==> config.mk <==
export PLATFORM = sky130hd
export DESIGN_NAME = lla_ctrl
export DESIGN_NICKNAME = d
export VERILOG_FILES = /design/src/rtl/core/lla_pkg.sv /design/src/rtl/core/lla_ctrl.sv
export SDC_FILE = /design/constraint.sdc
export NUM_CORES = 1
export LEC_CHECK = 0
export BUFFER_PORTS_ARGS = -buffer_cell sky130_fd_sc_hd__buf_2
export CAP_MARGIN = 20
export CORE_MARGIN = 8
export CORE_UTILIZATION = 35
export CTS_BUF_LIST = sky130_fd_sc_hd__clkbuf_4
export DETAILED_ROUTE_END_ITERATION = 6
export GPL_ROUTABILITY_DRIVEN = 0
export MAX_ROUTING_LAYER = met4
export SYNTH_ARGS = -nofsm -noshare
export SYNTH_HDL_FRONTEND = slang
export SYNTH_SLANG_ARGS = --single-unit
==> constraint.sdc <==
create_clock -name clk_i -period 1.1 [get_ports clk_i]
set_input_delay 0.055 -clock clk_i [delete_from_list [all_inputs] [get_ports clk_i]]
set_output_delay 0.055 -clock clk_i [all_outputs]
set_load 0.02 [all_outputs]
==> src/rtl/core/lla_pkg.sv <==
// ----------------------------------------------------------------------------
// lla_pkg: shared definitions for the life-like automaton grid
// Grid geometry, operation codes, controller states and the command and
// status bundles that join the controller to the datapath.
// ----------------------------------------------------------------------------
package lla_pkg;

  // Grid is GRID_DIM x GRID_DIM cells; a row of cells is one memory word.
  localparam int GRID_DIM = 64;
  localparam int ADDR_W   = $clog2(GRID_DIM);

  // Widths of the item fields.
  localparam int COORD_W   = 6;
  localparam int OP_W      = 2;
  localparam int IN_DATA_W = 16;  // row, col, alive_in, boost_in, padded
  localparam int OUT_DATA_W = 8;  // cell_alive, padded

  typedef enum logic [OP_W-1:0] {
    OP_WRITE = 2'd0,
    OP_READ  = 2'd1,
    OP_STEP  = 2'd2
  } lla_op_e;

  typedef enum logic [2:0] {
    ST_IDLE,
    ST_EXEC,
    ST_SWEEP,
    ST_DRAIN,
    ST_RESP
  } lla_state_e;

  // Commands from the controller to the datapath.
  typedef struct packed {
    logic              item_load;  // capture the incoming item
    logic              cell_wr;    // single-cell write of the held item
    logic              rd_en;      // issue a row read
    logic              rd_sweep;   // read address comes from the sweep row
    logic [ADDR_W-1:0] sweep_row;  // row addressed by the sweep
    logic              res_load;   // load the result register
  } lla_cmd_t;

  // Status from the datapath to the controller.
  typedef struct packed {
    logic [OP_W-1:0] op;        // operation code of the held item
    logic            out_free;  // result register can take a new result
  } lla_status_t;

endpackage

==> src/rtl/core/lla_ctrl.sv <==
// ----------------------------------------------------------------------------
// lla_ctrl: operation sequencer
// Accepts one item at a time, runs the write, read or generation sweep, and
// hands the result to the datapath's output register.
// ----------------------------------------------------------------------------
module lla_ctrl (
  input  logic                 clk_i,
  input  logic                 rst_ni,
  input  logic                 in_valid_i,
  output logic                 in_ready_o,
  input  lla_pkg::lla_status_t status_i,
  output lla_pkg::lla_cmd_t    cmd_o
);
  import lla_pkg::*;

  lla_state_e        state_q, state_d;
  logic [ADDR_W-1:0] cnt_q, cnt_d;
  logic              cnt_last;

  assign cnt_last = (cnt_q == ADDR_W'(GRID_DIM - 1));

  always_ff @(posedge clk_i or negedge rst_ni) begin
    if (!rst_ni) begin
      state_q <= ST_IDLE;
      cnt_q   <= '0;
    end else begin
      state_q <= state_d;
      cnt_q   <= cnt_d;
    end
  end

  // Next state.
  always_comb begin
    state_d = state_q;
    cnt_d   = cnt_q;
    unique case (state_q)
      ST_IDLE: begin
        if (in_valid_i) begin
          state_d = ST_EXEC;
        end
      end
      ST_EXEC: begin
        cnt_d = '0;
        if (status_i.op == OP_STEP) begin
          state_d = ST_SWEEP;
        end else begin
          state_d = ST_RESP;
        end
      end
      ST_SWEEP: begin
        cnt_d = cnt_q + 1'b1;
        if (cnt_last) begin
          state_d = ST_DRAIN;
        end
      end
      ST_DRAIN: begin
        state_d = ST_RESP;
      end
      ST_RESP: begin
        if (status_i.out_free) begin
          state_d = ST_IDLE;
        end
      end
      default: begin
        state_d = ST_IDLE;
      end
    endcase
  end

  // Outputs.
  always_comb begin
    cmd_o           = '0;
    cmd_o.sweep_row = cnt_q;
    in_ready_o      = 1'b0;
    unique case (state_q)
      ST_IDLE: begin
        in_ready_o      = 1'b1;
        cmd_o.item_load = in_valid_i;
      end
      ST_EXEC: begin
        cmd_o.cell_wr = (status_i.op == OP_WRITE);
        cmd_o.rd_en   = (status_i.op == OP_READ);
      end
      ST_SWEEP: begin
        cmd_o.rd_en    = 1'b1;
        cmd_o.rd_sweep = 1'b1;
      end
      ST_DRAIN: begin
      end
      ST_RESP: begin
        cmd_o.res_load = status_i.out_free;
      end
      default: begin
      end
    endcase
  end

endmodule

=== Word level (Yosys, flattened, before mapping) ===
Cells that the tools add are included.
Widths: inputs -> output; s select.

* $add $sub $neg: 1
* Eq/ne operators: 10
* Muxes and demuxes: 12
* Reduce and logical (&&, ||, !) cells: 4

{| class="wikitable"
|+ Operator list
! kind !! number
|-
| $pmux 3 s5 || 1
|-
| $mux 3 || 4
|-
| $pmux 6 s2 || 1
|-
| $add 6x1->6 const B || 1
|-
| $eq 3x2->1 const B || 2
|-
| $eq 6x6->1 const B || 1
|-
| $ne 2x2->1 const B || 3
|-
| $mux 1 || 5
|-
| $eq 3x1->1 const B || 1
|-
| $eq 3x3->1 const B || 1
|-
| $logic_not 3->1 || 1
|-
| $reduce_and 3->1 || 1
|-
| $eq 2x1->1 const B || 1
|-
| $eq 2x2->1 const B || 1
|-
| $logic_not 2->1 || 1
|-
| $pmux 1 s2 || 1
|-
| $reduce_bool 2->1 || 1
|}

* Register bits after elaboration: 9
* Bits of input ports: 6
* Output and inout bits: 12
* Logic and storage cells: 29

=== Logic depth before layout (Yosys ltp) ===
Gate-level depths: netlist of run 1.

* Word-level depth: 3
* Gate-level depth with buffers: 5
* Gate-level depth less buffers: 4

=== Worst setup path after synthesis of run 1 ===
OpenSTA, ideal clock, no wires.

* Path type: flip-flop to output port
* Start: register state_q[0]
* End: output port cmd_o[10] in the netlist's numbering
* Arrival time: 1.471 ns
* Required time: 1.045 ns
* Path slack: -0.426 ns
* Cell stages (with the launch flop): 5
* Path buffers: 2
* Cell sequence: dfrtp_1 -> buf_2 -> buf_2 -> nor3_1 -> and2_1

{| class="wikitable"
|+ RTL lines
! what !! RTL line !! RTL
|-
| from (decl) || lla_ctrl.sv:16 || <nowiki>lla_state_e state_q, state_d;</nowiki>
|-
| from (signal assigned) || lla_ctrl.sv:27 || <nowiki>state_q <= state_d;</nowiki>
|-
| to (decl) || lla_ctrl.sv:12 || <nowiki>output lla_pkg::lla_cmd_t cmd_o</nowiki>
|}

==> impl_metrics.sql, run 1 <==
INSERT INTO impl_metrics (metric_group, metric, value, unit) VALUES
('sta', 'final-max-slew-violation-count', '0', ''),
('placement', 'place_hpwl', '1.256', 'mm'),
('yosys', 'syn-num-nets', '73', ''),
('pwr', 'power.density_cell_area', '2617', 'mW/mm^2'),
('cts', 'tritoncts_num_sinks', '9', ''),
('sta', 'finalCritPeriodShare', '1.246', ''),
('finish', 'area.growth.synth_to_final', '105.1', '%'),
('die', 'fp.coreArea', '0.001506', 'mm^2'),
('hold_path', 'min_to', 'state_q[0]', ''),
('sta', 'grt_setup_unrepaired', 'true', ''),
('routing', 'routed_length_per_instance', '16.26', 'um'),
('placement', 'place_area', '810.8', 'um^2'),
('finish', 'utilization', '0.7633', ''),
('pwr', 'peak_supply_drop', '2.020', 'mV'),
('worst_setup_path', 'r2r-start', 'state_q[1]', ''),
('sta', 'tns', '-2.558', 'ns'),
('outcome', 'violated_checks', 'setup timing', ''),
('sta', 'worstMarginPinSlew', '0.3109', 'ns'),
('placement', 'buffer_ports.inserted', '17', ''),
('sta', 'finalHoldViolCount', '0', ''),
('cts', 'clk_latency', '0.27', 'ns'),
('worst_setup_path', 'crit_path_cell_trace', 'buf_6, nor3_4, and2_4, buf_6', ''),
('run', 'cap_violations', '0', ''),
('sta', 'achievable-frequency', '729.8', 'MHz'),
('finish', 'count_of_filler_cells_inserted_in_the_layout', '96', ''),
('die', 'rows', '14', ''),
('die', 'die-width', '56.02', 'um'),
('worst_setup_path', 'worstRegToRegCells', '5', ''),
('finish', 'share_of_post_route_cells_with_drive_strength_above_1', '0.7387', ''),
('worst_setup_path', 'rrSetupSlack', '-0.20', 'ns'),
('worst_setup_path', 'worst_path_max_delay_cell', 'dfrtp_2', ''),
('yosys', 'fraction_of_the_yosys_area_taken_by_sequential_cells', '0.4018', ''),
('worst_setup_path', 'timing_worst_setup_path_type', 'flop to output pin', ''),
('pwr', 'cellLeakagePower', '0.4963', 'nW'),
('cts', 'clockRootBuffer', 'clkbuf_4', ''),
('worst_setup_path', 'critical-path-max-stage-delay', '0.46', 'ns'),
('cts', 'path_clk_slew', '0.06', 'ns'),
('cts', 'cts_tree', 'done', ''),
('worst_setup_path', 'critPathArrivalTime', '1.32', 'ns'),
('worst_setup_path', 'critical_path.n_buffers_inverters', '2', ''),
('sta', 'post-route-worst-setup-slack', '-0.2703', 'ns'),
('yosys', 'synth.distinct_cells', '26', ''),
('cts', 'htree_num_levels', '1', ''),
('worst_setup_path', 'cp_data_required_time', '1.04', 'ns'),
('die', 'die-height', '56.02', 'um'),
('yosys', 'ys_warn_count', '0', ''),
('hold_path', 'hold_path.startpoint', 'in_valid_i', ''),
('sta', 'finalCriticalPeriod', '1.370', 'ns'),
('worst_setup_path', 'critical_path.most_common_cell', 'buf_6', ''),
('sta', 'worst_hold_margin', '0.1494', 'ns'),
('sta', 'timing.slew.headroom', '0.7906', ''),
('grt', 'grt_antenna_before_repair', '0', ''),
('routing', 'iteration_count_of_the_initial_detailed_routing_pass', '4', ''),
('die', 'io_pins', '18', ''),
('routing', 'routed_via_density', '5.583', ''),
('routing', 'detailroute.via_count', '709', ''),
('cts', 'ctsLongestPathBuffers', '2', ''),
('routing', 'detail-route-antenna-nets', '0', ''),
('outcome', 'status', 'complete, but fails checks', ''),
('yosys', 'synth-seq-cells', '9', ''),
('routing', 'detail_route.iter0.violations', '6', ''),
('grt', 'grt_first_pass_wirelength', '3.305', 'mm'),
('finish', 'stdcell_area', '0.001150', 'mm^2'),
('routing', 'post-route-drc-count', '0', ''),
('worst_setup_path', 'critical_path.max_fanout', '5', ''),
('yosys', 'syn-instance-count', '66', ''),
('worst_setup_path', 'crit_path_capture_type', 'output pin', ''),
('hold_path', 'worstHoldPathType', 'primary input to flop', ''),
('sta', 'setup-violations-final', '15', ''),
('finish', 'finalNonFillerCells', '127', ''),
('yosys', 'avgSynthCellArea', '8.493', 'um^2');
layer usage:
metal,share of wire,vias up,global-route usage
met5,0,-,-
met4,0.030,0,0.01031
met3,0.062,9,0.05023
met2,0.49,23,0.2393
met1,0.42,339,0.1351
li1,-,338,-
cell type report:
class,count,area [um^2],area share
Clock buffer,4,30.03,0.02612
Timing Repair Buffer,45,371.6,0.3232
Sequential cell,9,232.7,0.2024
Multi-Input combinational cell,51,488.0,0.4244
Inverter,2,7.507,0.006529
Tap cell,16,20.02,0.01741
logic make-up (layout without fill, tap and decap cells):
| kind of cell | Yosys count | count (layout) | synth area share |
|---|---|---|---|
| simple gates | 30 | 30 | 0.3125 |
| buf+inv | 6 | 51 | 0.04687 |
| compound gates | 20 | 20 | 0.2165 |
| fa+ha+maj | 1 | 1 | 0.02232 |
| flops | 9 | 9 | 0.4018 |
sequential cells by signal, indices dropped and copies added (netlist names):
register and cells:
cnt_q 6, state_q 3
power breakdown:
group,internal (mW),leakage [nW],switching (mW)
combinational,1.16,0.365,0.983
sequential,0.434,0.113,0.149
clock,0.165,0.0184,0.121
cell usage after synthesis:
cell type	count	share of area
nand2b_1	3	0.033
nand2_1	3	0.020
nor4_1	1	0.011
buf_2	3	0.027
nand2b_4	1	0.025
clkbuf_1	1	0.0067
nor3_1	2	0.018
a22oi_1	1	0.013
nor3b_1	1	0.013
or4_1	2	0.027
nor2_1	4	0.027
or3_1	1	0.011
o211ai_1	4	0.054
inv_1	2	0.013
o31ai_1	1	0.013
o22ai_1	2	0.022
ha_1	1	0.022
or2_2	1	0.011
o2bb2ai_1	1	0.016
o21ai_0	6	0.054
and2_1	3	0.033
a21oi_1	5	0.045
nand3_1	6	0.054
and3_1	1	0.011
dfrtp_1	9	0.40
nor4bb_1	1	0.018
tightest hold or removal path, stage by stage:
cell and delay [ns]:
buf_2 0.09, o2bb2ai_2 0.10, and2_4 0.13
worst max-delay path by stage:
stage                     cells after the start        from        end
after detailed placement                      3  state_q[1]   cmd_o[0]
after global placement                        4    cnt_q[1]   cnt_q[4]
after floorplan                               4    cnt_q[0]   cnt_q[4]
final                                         4  state_q[1]  cmd_o[10]
after global routing                          4  state_q[1]  cmd_o[10]
after CTS                                     4  state_q[1]  cmd_o[10]
layout by cell type (no fill, tap or decap), types with 3 or more instances in the layout:
cell      netlist  routed
clkbuf_4        0       4
nand3_2         0       4
nand2_1         3       3
nor2_4          0       3
buf_2           3      11
dfrtp_1         9       3
buf_6           0      13
o211ai_1        4       4
buf_4           0      18
nand2b_4        1       3
dfrtp_2         0       6
and2_4          0       3
repair_timing:
action                                 CTS  global route
hold buffers                             2             0
setup endpoints to repair               15            15
buffers inserted                         8             4
pin swaps                                5            13
gates resized for setup                 28            28
endpoints found under the hold margin   10             0
No activity file was read; power rests on OpenSTA's default activity.
==> run 2, diff against run 1 <==
Settings changed: ABC_AREA from default to 0, CORE_MARGIN 8 to default.
==> run 2 against run 1 <==
Net effect:
- the flow still finishes with violations (setup timing)
- sequential share of layout area decreased by 2.3 points
- global-route usage grew 11 points
- hold slack worse by 0.016 ns
- worst setup slack worse by 0.046 ns
- critical path depth is 1 higher
- count of clock-buffer cells in the layout unchanged
- design area is 13% higher
- clock skew rose by 0.0038 ns
- fmax down 3.2%
- register-to-register slack got worse by 0.07 ns
- first-iteration DRC count grew to 3.5 times the previous value
- critical path type unchanged
==> impl_metrics.sql, run 2 (synthesized netlist as in run 1, its figures left out) <==
INSERT INTO impl_metrics (metric_group, metric, value, unit) VALUES
('outcome', 'status', 'complete, but fails checks', ''),
('outcome', 'violated_checks', 'setup timing', ''),
('placement', 'placement.setup.worst_slack', '-0.1285', 'ns'),
('worst_setup_path', 'crit_path_cell_trace', 'buf_6, nor2_4, nand3_2, a21oi_4, buf_6', ''),
('worst_setup_path', 'critical_path.most_common_cell', 'buf_6', ''),
('routing', 'routed_via_density', '5.727', ''),
('hold_path', 'hold_depth', '3', ''),
('grt', 'overflow', '0', ''),
('cts', 'htree_num_levels', '1', ''),
('pwr', 'combPwrFrac', '0.744', ''),
('worst_setup_path', 'timing_worst_setup_path_type', 'flop to output pin', ''),
('pwr', 'p_seq_frac', '0.171', ''),
('die', 'die-width', '42.02', 'um'),
('cts', 'clk_latency', '0.27', 'ns'),
('finish', 'count_of_filler_cells_inserted_in_the_layout', '79', ''),
('cts', 'ctsLongestPathBuffers', '2', ''),
('sta', 'timing.slew.headroom', '0.8296', ''),
('routing', 'post-route-drc-count', '0', ''),
('die', 'start_util', '0.3721', ''),
('pwr', 'p_sw', '1.449', 'mW'),
('finish', 'registers.top_by_ff_count', 'cnt_q', ''),
('finish', 'largest_register_ffs', '6', ''),
('sta', 'worst_clock_skew_on_the_final_layout', '0.004839', 'ns'),
('worst_setup_path', 'crit_path_capture_type', 'output pin', ''),
('worst_setup_path', 'rrSetupSlack', '-0.27', 'ns'),
('finish', 'fin_nets', '131', ''),
('pwr', 'cellLeakagePower', '0.5779', 'nW'),
('die', 'rows', '14', ''),
('worst_setup_path', 'critical-path-max-stage-delay', '0.47', 'ns'),
('die', 'fp.coreArea', '0.001506', 'mm^2'),
('worst_setup_path', 'setup.worst_path.start_class', 'flop', ''),
('placement', 'place_hpwl', '1.096', 'mm'),
('placement', 'place_area', '855.8', 'um^2'),
('sta', 'achievable-frequency', '706.3', 'MHz'),
('pwr', 'power.density_cell_area', '2732', 'mW/mm^2'),
('grt', 'grt_pass1_vias', '731', ''),
('placement', 'buffer_ports.inserted', '17', ''),
('worst_setup_path', 'worstRegToRegCells', '5', ''),
('sta', 'post-route-worst-setup-slack', '-0.3159', 'ns'),
('routing', 'detail_route.iter0.violations', '21', ''),
('pwr', 'total_power', '3.551', 'mW'),
('sta', 'finalCritPeriodShare', '1.287', ''),
('finish', 'highest_count_cells_in_the_layout_ignoring_fill_and_taps', 'buf_6, buf_4, buf_2, nand3_2, dfrtp_2', ''),
('routing', 'detailroute.via_count', '796', ''),
('die', 'floorplan.die_area', '0.001766', 'mm^2'),
('finish', 'area.growth.synth_to_final', '131.9', '%'),
('cts', 'path_clk_slew', '0.07', 'ns'),
('worst_setup_path', 'critPathArrivalTime', '1.36', 'ns'),
('routing', 'iteration_count_of_the_initial_detailed_routing_pass', '4', ''),
('hold_path', 'worstHoldPathType', 'primary input to flop', ''),
('grt', 'grt_first_pass_wirelength', '3.132', 'mm'),
('finish', 'stdcell_area', '0.001300', 'mm^2'),
('sta', 'finalHoldViolCount', '0', ''),
('finish', 'register_area', '232.7', 'um^2'),
('worst_setup_path', 'r2r-start', 'state_q[1]', ''),
('routing', 'detail-route-antenna-nets', '0', ''),
('grt', 'grt_antenna_before_repair', '0', ''),
('grt', 'maximum_number_of_pins_on_one_net_before_global_route_repair', '10', ''),
('sta', 'worst_hold_margin', '0.1334', 'ns'),
('cts', 'cts_tree', 'done', ''),
('sta', 'worstMarginPinSlew', '0.2529', 'ns'),
('die', 'die-height', '42.02', 'um'),
('sta', 'final-max-slew-violation-count', '0', ''),
('hold_path', 'min_to', 'state_q[0]', ''),
('worst_setup_path', 'cp_data_required_time', '1.04', 'ns'),
('pwr', 'internal_power', '2.103', 'mW'),
('finish', 'utilization', '0.8630', ''),
('pwr', 'p_sw_frac', '0.4079', ''),
('routing', 'finalWirelength', '2.580', 'mm'),
('die', 'io_pins', '18', ''),
('pwr', 'clock_network_power_share', '0.085', ''),
('routing', 'routed_length_per_instance', '18.56', 'um'),
('sta', 'grt_setup_unrepaired', 'true', ''),
('cts', 'tritoncts_num_sinks', '9', ''),
('grt', 'grt_util_all_layers', '0.2444', ''),
('hold_path', 'hold_path.startpoint', 'in_valid_i', ''),
('finish', 'multi_input_combinational_cell_area', '495.5', 'um^2'),
('cts', 'clockRootBuffer', 'clkbuf_4', ''),
('worst_setup_path', 'worst_path_max_delay_cell', 'dfrtp_2', ''),
('pwr', 'peak_supply_drop', '1.774', 'mV'),
('sta', 'setup-violations-final', '17', ''),
('cts', 'tritoncts.num_buffers', '3', ''),
('finish', 'layout_top_registers', 'cnt_q x6, state_q x3', ''),
('finish', 'n_antenna_cell', '0', ''),
('worst_setup_path', 'crit-reg2reg-capture', 'cnt_q[3]', ''),
('run', 'cap_violations', '0', ''),
('finish', 'share_of_post_route_cells_with_drive_strength_above_1', '0.7724', ''),
('sta', 'finalCriticalPeriod', '1.416', 'ns'),
('worst_setup_path', 'critical_path.max_fanout', '5', '');
[run 2: cell count changes in the layout (fill, tap and decap cells not counted), moves of 2 or more]
cell	before	now
o21ai_1	2	4
buf_6	13	21
o21ai_2	2	0
nand3_1	2	0
and2_4	3	1
nand3_2	4	6
buf_4	18	21
and2_1	0	2
[run 2: how the worst max path moves through the flow]
stage / end / slack [ns] / from
2_1_floorplan: cnt_q[4] / -0.13 / cnt_q[0]
3_3_place_gp: cmd_o[0] / -0.12 / state_q[0]
3_5_place_dp: cnt_q[0] / -0.13 / state_q[0]
4_1_cts: cmd_o[8] / -0.27 / state_q[1]
5_1_grt: cmd_o[8] / -0.34 / state_q[1]
6_report: cmd_o[8] / -0.32 / state_q[1]
[run 2: metal layers]
metal,GRT usage,part of all wire,up-vias
met5,-,0,-
met4,0.1188,0.014,0
met3,0.03017,0.048,6
met2,0.4125,0.54,40
met1,0.2885,0.40,393
li1,-,-,357
[run 2: metrics by stage]
stage | TNS (ns) | std cells
2_1_floorplan | -0.4104 | 66
3_3_place_gp | -0.9343 | 116
3_5_place_dp | -1.016 | 116
4_1_cts | -2.145 | 133
5_1_grt | -3.622 | 139
6_report | -3.188 | 139
[run 2: timing repair]
item,4_1_cts,5_1_grt
hold buffers,2,0
endpoints found under the hold margin,10,0
pin swaps,9,18
buffers inserted,11,7
gates cloned,0,0
setup endpoints to repair,15,16
resized for setup,34,35
[run 2: power by group through the flow]
stage / clock network, mW / logic [mW] / registers (mW)
3_3_place_gp: 0 / 1.36 / 0.562
4_1_cts: 0.296 / 2.03 / 0.559
3_5_place_dp: 0 / 1.36 / 0.568
2_1_floorplan: 0 / 0.697 / 0.590
6_report: 0.302 / 2.64 / 0.606
5_1_grt: 0.316 / 2.76 / 0.611
[run 2: area by class of cell]
type                       count  area share
clock buffer                   4     0.02310
inverter                       2    0.005775
multi-input combinational     51      0.3811
sequential                     9      0.1790
tap                           16     0.01540
timing repair buffer          57      0.3956
[run 2: critical path: cells and delay by family, from the launching register on]
family | cells | cell delay (ns)
AOI/OAI and AO/OA | 1 | 0.17
and+or+nand+nor | 2 | 0.17
DFF | 1 | 0.47
buffers and inverters | 2 | 0.28
==> run 3, diff against run 2 <==
Settings changed: CTS_BUF_LIST sky130_fd_sc_hd__clkbuf_4 to default.
==> run 3 against run 2 <==
Net effect:
- cell count is the same
- worst setup slack got worse by 0.0016 ns
- fmax down 0.12%
- the run ends with DRC, setup timing left
- critical endpoint unchanged
- largest cell class unchanged
==> impl_metrics.sql, run 3 (synthesized netlist as in run 1, its figures left out) <==
INSERT INTO impl_metrics (metric_group, metric, value, unit) VALUES
('grt', 'overflow', '0', ''),
('cts', 'path_clk_slew', '0.06', 'ns'),
('finish', 'largest_register_ffs', '6', ''),
('pwr', 'power.density_cell_area', '2711', 'mW/mm^2'),
('cts', 'tritoncts.num_buffers', '3', ''),
('sta', 'tns', '-2.990', 'ns'),
('worst_setup_path', 'timing_worst_setup_path_type', 'flop to output pin', ''),
('routing', 'finalWirelength', '2.452', 'mm'),
('grt', 'grt_pass1_vias', '730', ''),
('finish', 'fin_nets', '131', ''),
('cts', 'htree_num_levels', '1', ''),
('pwr', 'p_seq_frac', '0.171', ''),
('routing', 'routed_length_per_instance', '17.64', 'um'),
('outcome', 'status', 'complete, but fails checks', ''),
('placement', 'place_hpwl', '1.096', 'mm'),
('sta', 'timing.slew.headroom', '0.8315', ''),
('sta', 'finalHoldViolCount', '0', ''),
('routing', 'routed_via_density', '5.583', ''),
('finish', 'layout_top_registers', 'cnt_q x6, state_q x3', ''),
('pwr', 'p_sw', '1.461', 'mW'),
('cts', 'clockRootBuffer', 'clkbuf_4', ''),
('grt', 'maximum_number_of_pins_on_one_net_before_global_route_repair', '10', ''),
('finish', 'layout_commonest_cell', 'buf_6', ''),
('worst_setup_path', 'r2r-start', 'state_q[1]', ''),
('worst_setup_path', 'cp_data_required_time', '1.04', 'ns'),
('finish', 'n_antenna_cell', '0', ''),
('die', 'floorplan.die_area', '0.001766', 'mm^2'),
('finish', 'registers.top_by_ff_count', 'cnt_q', ''),
('pwr', 'total_power', '3.561', 'mW'),
('routing', 'detail_route.iter0.violations', '21', ''),
('die', 'die-height', '42.02', 'um'),
('cts', 'ctsLongestPathBuffers', '2', ''),
('pwr', 'clock_network_power_share', '0.075', ''),
('grt', 'grt_util_all_layers', '0.2444', ''),
('cts', 'cts_tree', 'done', ''),
('hold_path', 'hold_path.startpoint', 'in_valid_i', ''),
('sta', 'grt_setup_unrepaired', 'true', ''),
('run', 'cap_violations', '0', ''),
('finish', 'area.growth.synth_to_final', '134.4', '%'),
('die', 'rows', '14', ''),
('worst_setup_path', 'critPathArrivalTime', '1.36', 'ns'),
('sta', 'final-max-slew-violation-count', '0', ''),
('routing', 'detailroute.via_count', '776', ''),
('pwr', 'combPwrFrac', '0.754', ''),
('pwr', 'p_sw_frac', '0.4102', ''),
('routing', 'iteration_count_of_the_initial_detailed_routing_pass', '6', ''),
('hold_path', 'worstHoldPathType', 'primary input to flop', ''),
('placement', 'numPlacedInstances', '116', ''),
('finish', 'share_of_post_route_cells_with_drive_strength_above_1', '0.7642', ''),
('die', 'fp.coreArea', '0.001506', 'mm^2'),
('finish', 'finalNonFillerCells', '139', ''),
('pwr', 'peak_supply_drop', '1.694', 'mV'),
('die', 'io_pins', '18', ''),
('sta', 'worstMarginPinSlew', '0.2502', 'ns'),
('pwr', 'cellLeakagePower', '0.5759', 'nW'),
('finish', 'highest_count_cells_in_the_layout_ignoring_fill_and_taps', 'buf_6, buf_4, buf_2, dfrtp_2, nand3_2', ''),
('sta', 'finalCriticalPeriod', '1.418', 'ns'),
('routing', 'detail-route-antenna-nets', '0', ''),
('sta', 'setup-violations-final', '17', ''),
('sta', 'finalCritPeriodShare', '1.289', ''),
('die', 'start_util', '0.3721', ''),
('cts', 'tritoncts_num_sinks', '9', ''),
('sta', 'achievable-frequency', '705.5', 'MHz'),
('worst_setup_path', 'launch_point_of_the_worst_path', 'state_q[1]', ''),
('worst_setup_path', 'setup.worst_path.start_class', 'flop', ''),
('worst_setup_path', 'rrSetupSlack', '-0.26', 'ns'),
('grt', 'grt_antenna_before_repair', '0', ''),
('cts', 'clk_latency', '0.26', 'ns'),
('worst_setup_path', 'critical_path.max_fanout', '5', ''),
('die', 'die-width', '42.02', 'um'),
('outcome', 'violated_checks', 'DRC, setup timing', ''),
('pwr', 'internal_power', '2.101', 'mW'),
('sta', 'post-route-worst-setup-slack', '-0.3175', 'ns'),
('placement', 'buffer_ports.inserted', '17', ''),
('grt', 'grt_first_pass_wirelength', '3.132', 'mm'),
('routing', 'post-route-drc-count', '1', ''),
('worst_setup_path', 'crit_path_capture_type', 'output pin', ''),
('sta', 'worst_clock_skew_on_the_final_layout', '0.002228', 'ns');
[run 3: per-stage QoR]
step	area (um^2)	utilization	worst slack (ns)	hold slack [ns]
after floorplan	611.8	-	-0.1328	-0.2406
after global placement	855.8	0.5681	-0.1192	-0.07958
after detailed placement	855.8	0.5681	-0.1285	-0.07986
after CTS	1107	0.7351	-0.2728	0.1203
after global routing	1314	0.8721	-0.3443	0.1517
final	1314	0.8721	-0.3175	0.1278
[run 3: layout make-up]
class / instances / area [um^2]
flip-flops and latches: 9 / 232.7
multi-input cells: 51 / 503.0
clock buffers: 4 / 26.28
well taps: 16 / 20.02
repair buffers: 57 / 524.3
fillers: 77 / 192.7
inverters: 2 / 7.507
[run 3: worst paths after layout]
path                       cells after the start         end
setup / recovery                               5    cmd_o[8]
hold / removal                                 3  state_q[0]
setup reg to reg                               5    cnt_q[3]
hold reg to reg                                2    cnt_q[5]
max in group asynchronous                      2  state_q[1]
min in group asynchronous                      2    cnt_q[4]
[run 3: power groups by stage]
stage          Sequential (mW)  Clock, mW  Combinational, mW
2_1_floorplan            0.590          0              0.697
3_3_place_gp             0.562          0               1.36
3_5_place_dp             0.568          0               1.36
4_1_cts                  0.559      0.271               2.03
5_1_grt                  0.615      0.282               2.81
6_report                 0.611      0.266               2.68
[run 3: what timing repair did]
action	CTS	global route
setup buffers	11	8
endpoints found under the hold margin	10	0
pin swaps	9	18
hold buffers	2	0
setup endpoints to repair	15	16
resized for setup	34	40
[run 3: per-layer routing]
layer / up-vias / GRT usage / wire length [um]
met5: - / - / 0
met4: 0 / 0.1188 / 31
met3: 6 / 0.03017 / 102
met2: 31 / 0.4125 / 1208
met1: 379 / 0.2885 / 1109
li1: 360 / - / -
[run 3: critical path, stage by stage (launching register included)]
cell and delay [ns]:
dfrtp_2 0.47, buf_6 0.15, nor2_4 0.07, nand3_2 0.10, a21oi_4 0.18, buf_6 0.14
